--- config.mk ---
export PLATFORM = sky130hd
export DESIGN_NAME = cigar_indel_extractor_core
export DESIGN_NICKNAME = d
export VERILOG_FILES = /design/src/cie_pkg.sv /design/src/cie_in_stage.sv /design/src/cie_walker.sv /design/src/cie_out_stage.sv /design/src/cigar_indel_extractor_core.sv
export VERILOG_INCLUDE_DIRS = /design/src /design/src/src
export SDC_FILE = /design/constraint.sdc
export NUM_CORES = 1
export LEC_CHECK = 0
export ABC_AREA = 1
export BUFFER_PORTS_ARGS = -buffer_cell sky130_fd_sc_hd__buf_2
export CAP_MARGIN = 30
export CORE_ASPECT_RATIO = 2
export CORE_MARGIN = 1
export CORE_UTILIZATION = 41
export DETAILED_ROUTE_END_ITERATION = 10
export GPL_TIMING_DRIVEN = 0
export PLACE_DENSITY = 0.61
export SETUP_SLACK_MARGIN = 0.15
export SLEW_MARGIN = 20
export SYNTH_ARGS = -nofsm -noshare
export SYNTH_HDL_FRONTEND = slang
export SYNTH_SLANG_ARGS = --single-unit
--- constraint.sdc ---
create_clock -name clk -period 3.21 [get_ports clk]
set_input_delay 0.1605 -clock clk [delete_from_list [all_inputs] [get_ports clk]]
set_output_delay 0.1605 -clock clk [all_outputs]
set_load 0.02 [all_outputs]
--- src/assert_macros.svh ---
// Assertion macros for the CIGAR indel extractor RTL.
// Clocked on clk, disabled while rst_n is low; define NO_ASSERTIONS to drop them.
`ifndef ASSERT_MACROS_SVH
`define ASSERT_MACROS_SVH
`ifndef NO_ASSERTIONS
`define CIE_ASSERT(lbl, prop, msg) \
  lbl: assert property (@(posedge clk) disable iff (!rst_n) (prop)) else $error(msg);
`define CIE_ASSERT_NEVER(lbl, expr, msg) \
  lbl: assert property (@(posedge clk) disable iff (!rst_n) !(expr)) else $error(msg);
`else
`define CIE_ASSERT(lbl, prop, msg)
`define CIE_ASSERT_NEVER(lbl, expr, msg)
`endif
`endif

--- src/cie_pkg.sv ---
// Shared types, character codes and helpers for the CIGAR indel extractor.
// No dependencies.
package cie_pkg;

  localparam int COUNT_BITS_DEF = 28;
  localparam int START_W        = 31;
  localparam int POS_W          = 32;
  localparam int LEN_W          = 28;
  localparam int IN_TDATA_W     = 40;
  localparam int OUT_TDATA_W    = 96;

  typedef logic [7:0] char_t;

  localparam char_t CHAR_0 = 8'h30;
  localparam char_t CHAR_9 = 8'h39;
  localparam char_t CHAR_M = 8'h4D;
  localparam char_t CHAR_N = 8'h4E;
  localparam char_t CHAR_S = 8'h53;
  localparam char_t CHAR_D = 8'h44;
  localparam char_t CHAR_I = 8'h49;

  localparam logic OP_BEGIN = 1'b0;
  localparam logic OP_CHAR  = 1'b1;
  localparam logic KIND_DEL = 1'b0;
  localparam logic KIND_INS = 1'b1;

  localparam logic [POS_W-1:0] LEN_MAX = 32'h0FFF_FFFF;

  typedef struct packed {
    logic               op;
    logic [START_W-1:0] read_start;
    char_t              cigar_char;
  } item_t;

  typedef struct packed {
    logic             indel_kind;
    logic [POS_W-1:0] ref_position;
    logic [LEN_W-1:0] indel_length;
    logic [POS_W-1:0] seq_offset;
  } result_t;

  // Saturating 32-bit add.
  function automatic logic [POS_W-1:0] sat_add32(logic [POS_W-1:0] a, logic [POS_W-1:0] b);
    logic [POS_W:0] s;
    s = {1'b0, a} + {1'b0, b};
    return s[POS_W] ? {POS_W{1'b1}} : s[POS_W-1:0];
  endfunction

  // True for a character item that reports an indel.
  function automatic logic is_event(item_t it);
    return (it.op == OP_CHAR) && ((it.cigar_char == CHAR_D) || (it.cigar_char == CHAR_I));
  endfunction

endpackage

--- src/cie_in_stage.sv ---
// Input register of the CIGAR indel extractor: holds one accepted item.
// Depends on cie_pkg.
module cie_in_stage
  import cie_pkg::*;
(
  input  logic                  clk,
  input  logic                  rst_n,
  input  logic                  in_tvalid,
  output logic                  in_tready,
  input  logic [IN_TDATA_W-1:0] in_tdata,
  input  logic                  in_tuser,
  input  logic                  take_i,
  output logic                  valid_o,
  output item_t                 item_o
);

  logic  valid_r, valid_nxt;
  item_t item_r;
  logic  accept;

  assign in_tready = !valid_r || take_i;
  assign accept    = in_tvalid && in_tready;

  always_comb begin
    valid_nxt = valid_r;
    if (accept) begin
      valid_nxt = 1'b1;
    end else if (take_i) begin
      valid_nxt = 1'b0;
    end
  end

  always_ff @(posedge clk) begin
    if (!rst_n) begin
      valid_r <= 1'b0;
    end else begin
      valid_r <= valid_nxt;
    end
  end

  // Payload needs no reset.
  always_ff @(posedge clk) begin
    if (accept) begin
      item_r.op         <= in_tuser;
      item_r.read_start <= in_tdata[START_W-1:0];
      item_r.cigar_char <= in_tdata[START_W+7:START_W];
    end
  end

  assign valid_o = valid_r;
  assign item_o  = item_r;

endmodule

--- src/cie_walker.sv ---
// CIGAR walk state (count, offsets, start) and the step logic that updates it on each fire.
// Depends on cie_pkg.
module cie_walker
  import cie_pkg::*;
#(
  parameter int COUNT_BITS = COUNT_BITS_DEF
) (
  input  logic    clk,
  input  logic    rst_n,
  input  logic    fire_i,
  input  item_t   item_i,
  output result_t res_o
);

  localparam int ACC_W = COUNT_BITS + 4;

  logic [COUNT_BITS-1:0] cnt_r, cnt_nxt;
  logic [POS_W-1:0]      ref_off_r, ref_off_nxt;
  logic [POS_W-1:0]      read_off_r, read_off_nxt;
  logic [START_W-1:0]    start_r, start_nxt;

  logic [ACC_W-1:0]      acc;
  logic [COUNT_BITS-1:0] digit_cnt;
  logic                  is_digit;
  logic [3:0]            digit;
  logic [POS_W-1:0]      cnt32;
  logic [POS_W-1:0]      ref_adv;
  logic [POS_W-1:0]      read_adv;

  assign is_digit = (item_i.cigar_char >= CHAR_0) && (item_i.cigar_char <= CHAR_9);
  assign digit    = 4'(item_i.cigar_char - CHAR_0);

  // count * 10 + digit, saturate when anything spills above COUNT_BITS
  assign acc = (ACC_W'(cnt_r) << 3) + (ACC_W'(cnt_r) << 1) + ACC_W'(digit);
  assign digit_cnt = (|acc[ACC_W-1:COUNT_BITS]) ? {COUNT_BITS{1'b1}} : acc[COUNT_BITS-1:0];

  assign cnt32    = POS_W'(cnt_r);
  assign ref_adv  = sat_add32(ref_off_r, cnt32);
  assign read_adv = sat_add32(read_off_r, cnt32);

  always_comb begin
    cnt_nxt      = cnt_r;
    ref_off_nxt  = ref_off_r;
    read_off_nxt = read_off_r;
    start_nxt    = start_r;
    priority if (item_i.op == OP_BEGIN) begin
      start_nxt    = item_i.read_start;
      cnt_nxt      = '0;
      ref_off_nxt  = '0;
      read_off_nxt = '0;
    end else if (is_digit) begin
      cnt_nxt = digit_cnt;
    end else begin
      cnt_nxt = '0;
      unique case (item_i.cigar_char)
        CHAR_M, CHAR_N: begin
          ref_off_nxt  = ref_adv;
          read_off_nxt = read_adv;
        end
        CHAR_S: read_off_nxt = read_adv;
        CHAR_D: ref_off_nxt  = ref_adv;
        CHAR_I: read_off_nxt = read_adv;
        default: ;
      endcase
    end
  end

  always_ff @(posedge clk) begin
    if (!rst_n) begin
      cnt_r      <= '0;
      ref_off_r  <= '0;
      read_off_r <= '0;
      start_r    <= '0;
    end else if (fire_i) begin
      cnt_r      <= cnt_nxt;
      ref_off_r  <= ref_off_nxt;
      read_off_r <= read_off_nxt;
      start_r    <= start_nxt;
    end
  end

  // Event fields, taken from the state before this item's update.
  always_comb begin
    res_o.indel_kind   = (item_i.cigar_char == CHAR_I) ? KIND_INS : KIND_DEL;
    res_o.ref_position = sat_add32({1'b0, start_r}, ref_off_r);
    res_o.indel_length = (cnt32 > LEN_MAX) ? LEN_MAX[LEN_W-1:0] : cnt32[LEN_W-1:0];
    res_o.seq_offset   = (res_o.indel_kind == KIND_INS) ? read_off_r : '0;
  end

endmodule

--- src/cie_out_stage.sv ---
// Result register of the CIGAR indel extractor: holds one event until transfer.
// Depends on cie_pkg.
module cie_out_stage
  import cie_pkg::*;
(
  input  logic                   clk,
  input  logic                   rst_n,
  input  logic                   load_i,
  input  result_t                res_i,
  output logic                   free_o,
  output logic                   out_tvalid,
  input  logic                   out_tready,
  output logic [OUT_TDATA_W-1:0] out_tdata,
  output logic                   out_tuser
);

  logic    valid_r, valid_nxt;
  result_t res_r;

  assign free_o = !valid_r || out_tready;

  always_comb begin
    valid_nxt = valid_r;
    if (load_i) begin
      valid_nxt = 1'b1;
    end else if (out_tready) begin
      valid_nxt = 1'b0;
    end
  end

  always_ff @(posedge clk) begin
    if (!rst_n) begin
      valid_r <= 1'b0;
    end else begin
      valid_r <= valid_nxt;
    end
  end

  always_ff @(posedge clk) begin
    if (load_i) begin
      res_r <= res_i;
    end
  end

  assign out_tvalid = valid_r;
  assign out_tuser  = res_r.indel_kind;
  assign out_tdata  = {4'b0, res_r.seq_offset, res_r.indel_length, res_r.ref_position};

endmodule

--- src/cigar_indel_extractor_core.sv ---
// CIGAR indel extractor, top level. Uses cie_pkg, cie_in_stage, cie_walker, cie_out_stage.
// Flow: an accepted item is registered in the input stage, stepped through the walk
// state and its event (if any) is registered in the result stage, which drives out_tvalid.
// Throughput: one item per cycle, unless an event item waits for room in the result register.
// Reset: rst_n synchronous, active low; clears the valid flags of both stages and the
// count, offsets and start position.
`include "assert_macros.svh"

module cigar_indel_extractor_core
  import cie_pkg::*;
#(
  parameter int COUNT_BITS = COUNT_BITS_DEF
) (
  input  logic                   clk,
  input  logic                   rst_n,
  // input channel
  input  logic                   in_tvalid,
  output logic                   in_tready,
  input  logic [IN_TDATA_W-1:0]  in_tdata,   // [30:0] read_start, [38:31] cigar_char, [39] zero
  input  logic                   in_tuser,   // [0] op
  // result channel
  output logic                   out_tvalid,
  input  logic                   out_tready,
  output logic [OUT_TDATA_W-1:0] out_tdata,  // [31:0] ref_position, [59:32] indel_length,
                                             // [91:60] seq_offset, [95:92] zero
  output logic                   out_tuser   // [0] indel_kind
);

  logic    in_valid;
  item_t   item;
  logic    produces;
  logic    out_free;
  logic    fire;
  logic    load;
  result_t res;

  // Hold each transfer in the input register.
  cie_in_stage u_in (
    .clk       (clk),
    .rst_n     (rst_n),
    .in_tvalid (in_tvalid),
    .in_tready (in_tready),
    .in_tdata  (in_tdata),
    .in_tuser  (in_tuser),
    .take_i    (fire),
    .valid_o   (in_valid),
    .item_o    (item)
  );

  // Step the held item when its event (if any) has room in the result register.
  // Items with no event never wait on the output side.
  assign produces = is_event(item);
  assign fire     = in_valid && (out_free || !produces);
  assign load     = fire && produces;

  cie_walker #(
    .COUNT_BITS (COUNT_BITS)
  ) u_walk (
    .clk    (clk),
    .rst_n  (rst_n),
    .fire_i (fire),
    .item_i (item),
    .res_o  (res)
  );

  // Hold the event until the downstream transfer.
  cie_out_stage u_out (
    .clk        (clk),
    .rst_n      (rst_n),
    .load_i     (load),
    .res_i      (res),
    .free_o     (out_free),
    .out_tvalid (out_tvalid),
    .out_tready (out_tready),
    .out_tdata  (out_tdata),
    .out_tuser  (out_tuser)
  );

  // A pending, unaccepted event must never be overwritten.
  `CIE_ASSERT_NEVER(a_no_overwrite, out_tvalid && !out_tready && load, "event overwritten")
  // Only D and I character items load the result register.
  `CIE_ASSERT(a_load_is_event, load |-> (item.op == OP_CHAR && (item.cigar_char == CHAR_D || item.cigar_char == CHAR_I)), "load from non-event item")
  // A stepped event item shows up on the output in the next cycle.
  `CIE_ASSERT(a_event_shows, load |=> out_tvalid, "event lost after step")

endmodule

==> run metrics <==
initial antenna violation count=0; DIE WIDTH=149 microns; Post-synth top flop=edfxtp_1; fin worst setup slack=279 ps; slowest cell on the critical path=clkinvlp_4; Pre-antenna DRT Iters=6; final worst path period share=91.3%; Area growth syn-to-layout=17.3%; clock-pin transition on the worst setup and hold timing paths=70 ps; commonest non-fill, non-tap cells in the layout=605 x nand2_1, 261 x nor2_1, 244 x inv_1, 197 x a21oi_1, 151 x nand3_1; Final Hold Viols=0; Max rail drop VDD=0.318 mV; Yosys top cell by area=edfxtp_1; delay-heaviest family, CP=buffers and inverters; DIE AREA=44100 sq um; dpl ws=-136 ps; remaining antenna violation count=0; Setup CP Type=flip-flop to flip-flop; row count=107; Critical Path End Type=flip-flop; Max-Cap Viols=0; via count=16500; Async SR Flop Fraction=0%; Crit path depth=12; gr ovfl total=0; routed len/inst=19.6 microns; CTS HTree Levels=1; root buf cell=clkbuf_16; Hold WC Path Type=primary input to flip-flop; worst skew pair latency=570 ps; number of DRC markers in iteration 0=738; post-synthesis sequential area ratio=36.7%; outcome=complete, no violations; distinct cell type count after synthesis=59; Die Height=296 microns; cell count after synthesis=2348; WP buf/inv=5; Post-synth EDFFs=133; All-Layer GR Usage=28.1%; Synth top area share=22.5%; I/O Pins=144; synthesized area per cell=7.55 sq um; CTS tree=yes; Slew HR=43.3%; Synth Warn #=0; Final nets=2771; Hold Path Stages=2; R2R depth=12; RSZ-0062 raised after global routing=no; worst-path fanout max=23; GP Congestion=0.998; share of post-route cells with drive strength above 1=15.1%; setup violators final=0; Worst EP arrival=3240 ps; flop and latch count out of synthesis=258; netlist area before placement=17700 sq um; startpoint types=flip-flop; clock tree sinks=258; Tightest Pin Transition=842 ps; Final Max Slew Viols=0; LEAKAGE=9.57 nW; commonest non-fill, non-tap cell in the layout=nand2_1; # diodes=0; largest net degree at the start of global routing=31; crit path cell chain=buf_4 -> or2_4 -> nor2_4 -> nand2_4 -> nand2_2 -> nand3_2 -> nand2_4 -> inv_6 -> nand3_2 -> clkinvlp_4 -> buf_12 -> buf_16; drt total wl=61500 microns; skew final=16.6 ps; Initial Util=41.6%; clock tree buffer depth=3; Final Critical Period=2930 ps; total CTS buffers=25; fmax=341 MHz; CP required=3520 ps; core area=42600 sq um; top post-synthesis cells by area=edfxtp_1 23%, dfxtp_1 14%, nand2_1 13%, ha_1 10%, a21oi_1 5.7%; P per Cell Area=337 nW/um^2; buffers added on ports=138; DR DRC count=0; Avg Vias per Cell=5.24; slowest stage delay, CP=470 ps; HPWL Detailed=50000 microns; Total Power=7.00 mW; first-pass GRT wire length=91900 microns; vias in the first global route=16900
-- sequential cells by signal, indices dropped and copies added, names as in the netlist --
register / flops
u_in.item_o: 40
u_in.valid_o: 1
u_out.out_tdata: 92
u_out.out_tuser: 1
u_out.out_tvalid: 1
u_walk.cnt_r: 28
u_walk.read_off_r: 32
u_walk.ref_off_r: 32
u_walk.start_r: 31
-- power by group --
part | internal (mW) | switching [mW]
Combinational | 0.152 | 0.218
Sequential | 3.50 | 0.0410
Clock | 1.68 | 1.41
Total | 5.33 | 1.67
-- logic make-up (layout without fill, tap and decap cells) --
kind of cell	count (synthesis)	after routing	synth area share, %
simple gates	1134	1135	27.6
compound gates	407	407	13.4
buf+inv	336	582	8.60
flops	258	258	36.7
fa+ha+maj	147	147	10.6
xor+xnor	65	65	3.21
other cells	1	4	0.0212
-- routing by layer --
metal  track usage (%)  part of all wire (%)
met1              23.6                    32
met3              2.51                   2.9
met5                 0                     0
met2              57.3                    56
met4              22.8                   9.0
-- per-stage QoR --
step | setup TNS [ps] | area (sq um) | util, % | std cells | hold WS (ps)
after floorplan | 0 | 17700 | - | 2351 | 259
after global placement | -91020 | 19100 | 44.9 | 3034 | 338
after detailed placement | -2540 | 19200 | 45.1 | 3038 | 339
after CTS | 0 | 20600 | 48.3 | 3130 | 286
after global routing | 0 | 20800 | 48.8 | 3143 | 307
final | 0 | 20800 | 48.8 | 3143 | 308
-- worst paths after layout --
check	startpoint	to	slack [ps]
setup / recovery	u_in.item_o[2]	u_out.out_tdata[80]	280
hold / removal	in_tdata[1]	u_in.item_o[9]	310
setup reg to reg	u_in.item_o[2]	u_out.out_tdata[80]	280
hold reg to reg	u_walk.read_off_r[17]	u_walk.read_off_r[17]	490
-- final cells by class --
cell class	count	area [sq um]
Fill cell	4258	21800
Multi-Input combinational cell	1758	9800
Sequential cell	258	6590
Timing Repair Buffer	200	1330
Inverter	251	958
Tap cell	545	682
Clock buffer	29	661
Buffer	85	577
Clock inverter	17	186
-- synthesized netlist by cell type (2+ instances only) --
library cell     n
a21oi_2         24
a221oi_1         4
xnor2_1         40
or2_2            8
nand3_2         13
o21bai_1        22
nand3_1        153
nand2_4          4
a21boi_0         7
a21oi_1        202
buf_8            3
inv_2            3
clkbuf_1        45
buf_2            6
dfxtp_1        125
nor3_1          21
buf_4            7
o21ai_0         96
o22ai_1          5
nor2_2           4
o21ai_1          5
nor2_8           4
nand2_1        609
dlygate4sd3_1    2
edfxtp_1       133
ha_1           142
o21a_1           3
xor2_1          25
inv_1          246
nand3b_1         2
and2_1           2
buf_6           19
fa_1             5
a21o_1          13
o21ai_2         18
o31ai_1          2
nand4_1         24
nor4_1           4
a31oi_1          3
nand2_2         16
nor2_1         261
-- what timing repair did --
item | 4_1_cts | 5_1_grt
resized for setup | 22 | 51
setup endpoints to repair | 80 | 110
gates cloned | 0 | 3
pin swaps | 1 | 7
hold buffers | 43 | 0
setup buffers | 3 | 10
endpoints found under the hold margin | 43 | 0
-- worst reg2reg max path, delay by kind of cell, from the launching register on --
family                 cells  cell delay, ps
AND/OR/NAND/NOR            7             930
flip-flops                 1             450
buffers and inverters      5            1280
Power figures use the tool's default switching activity.
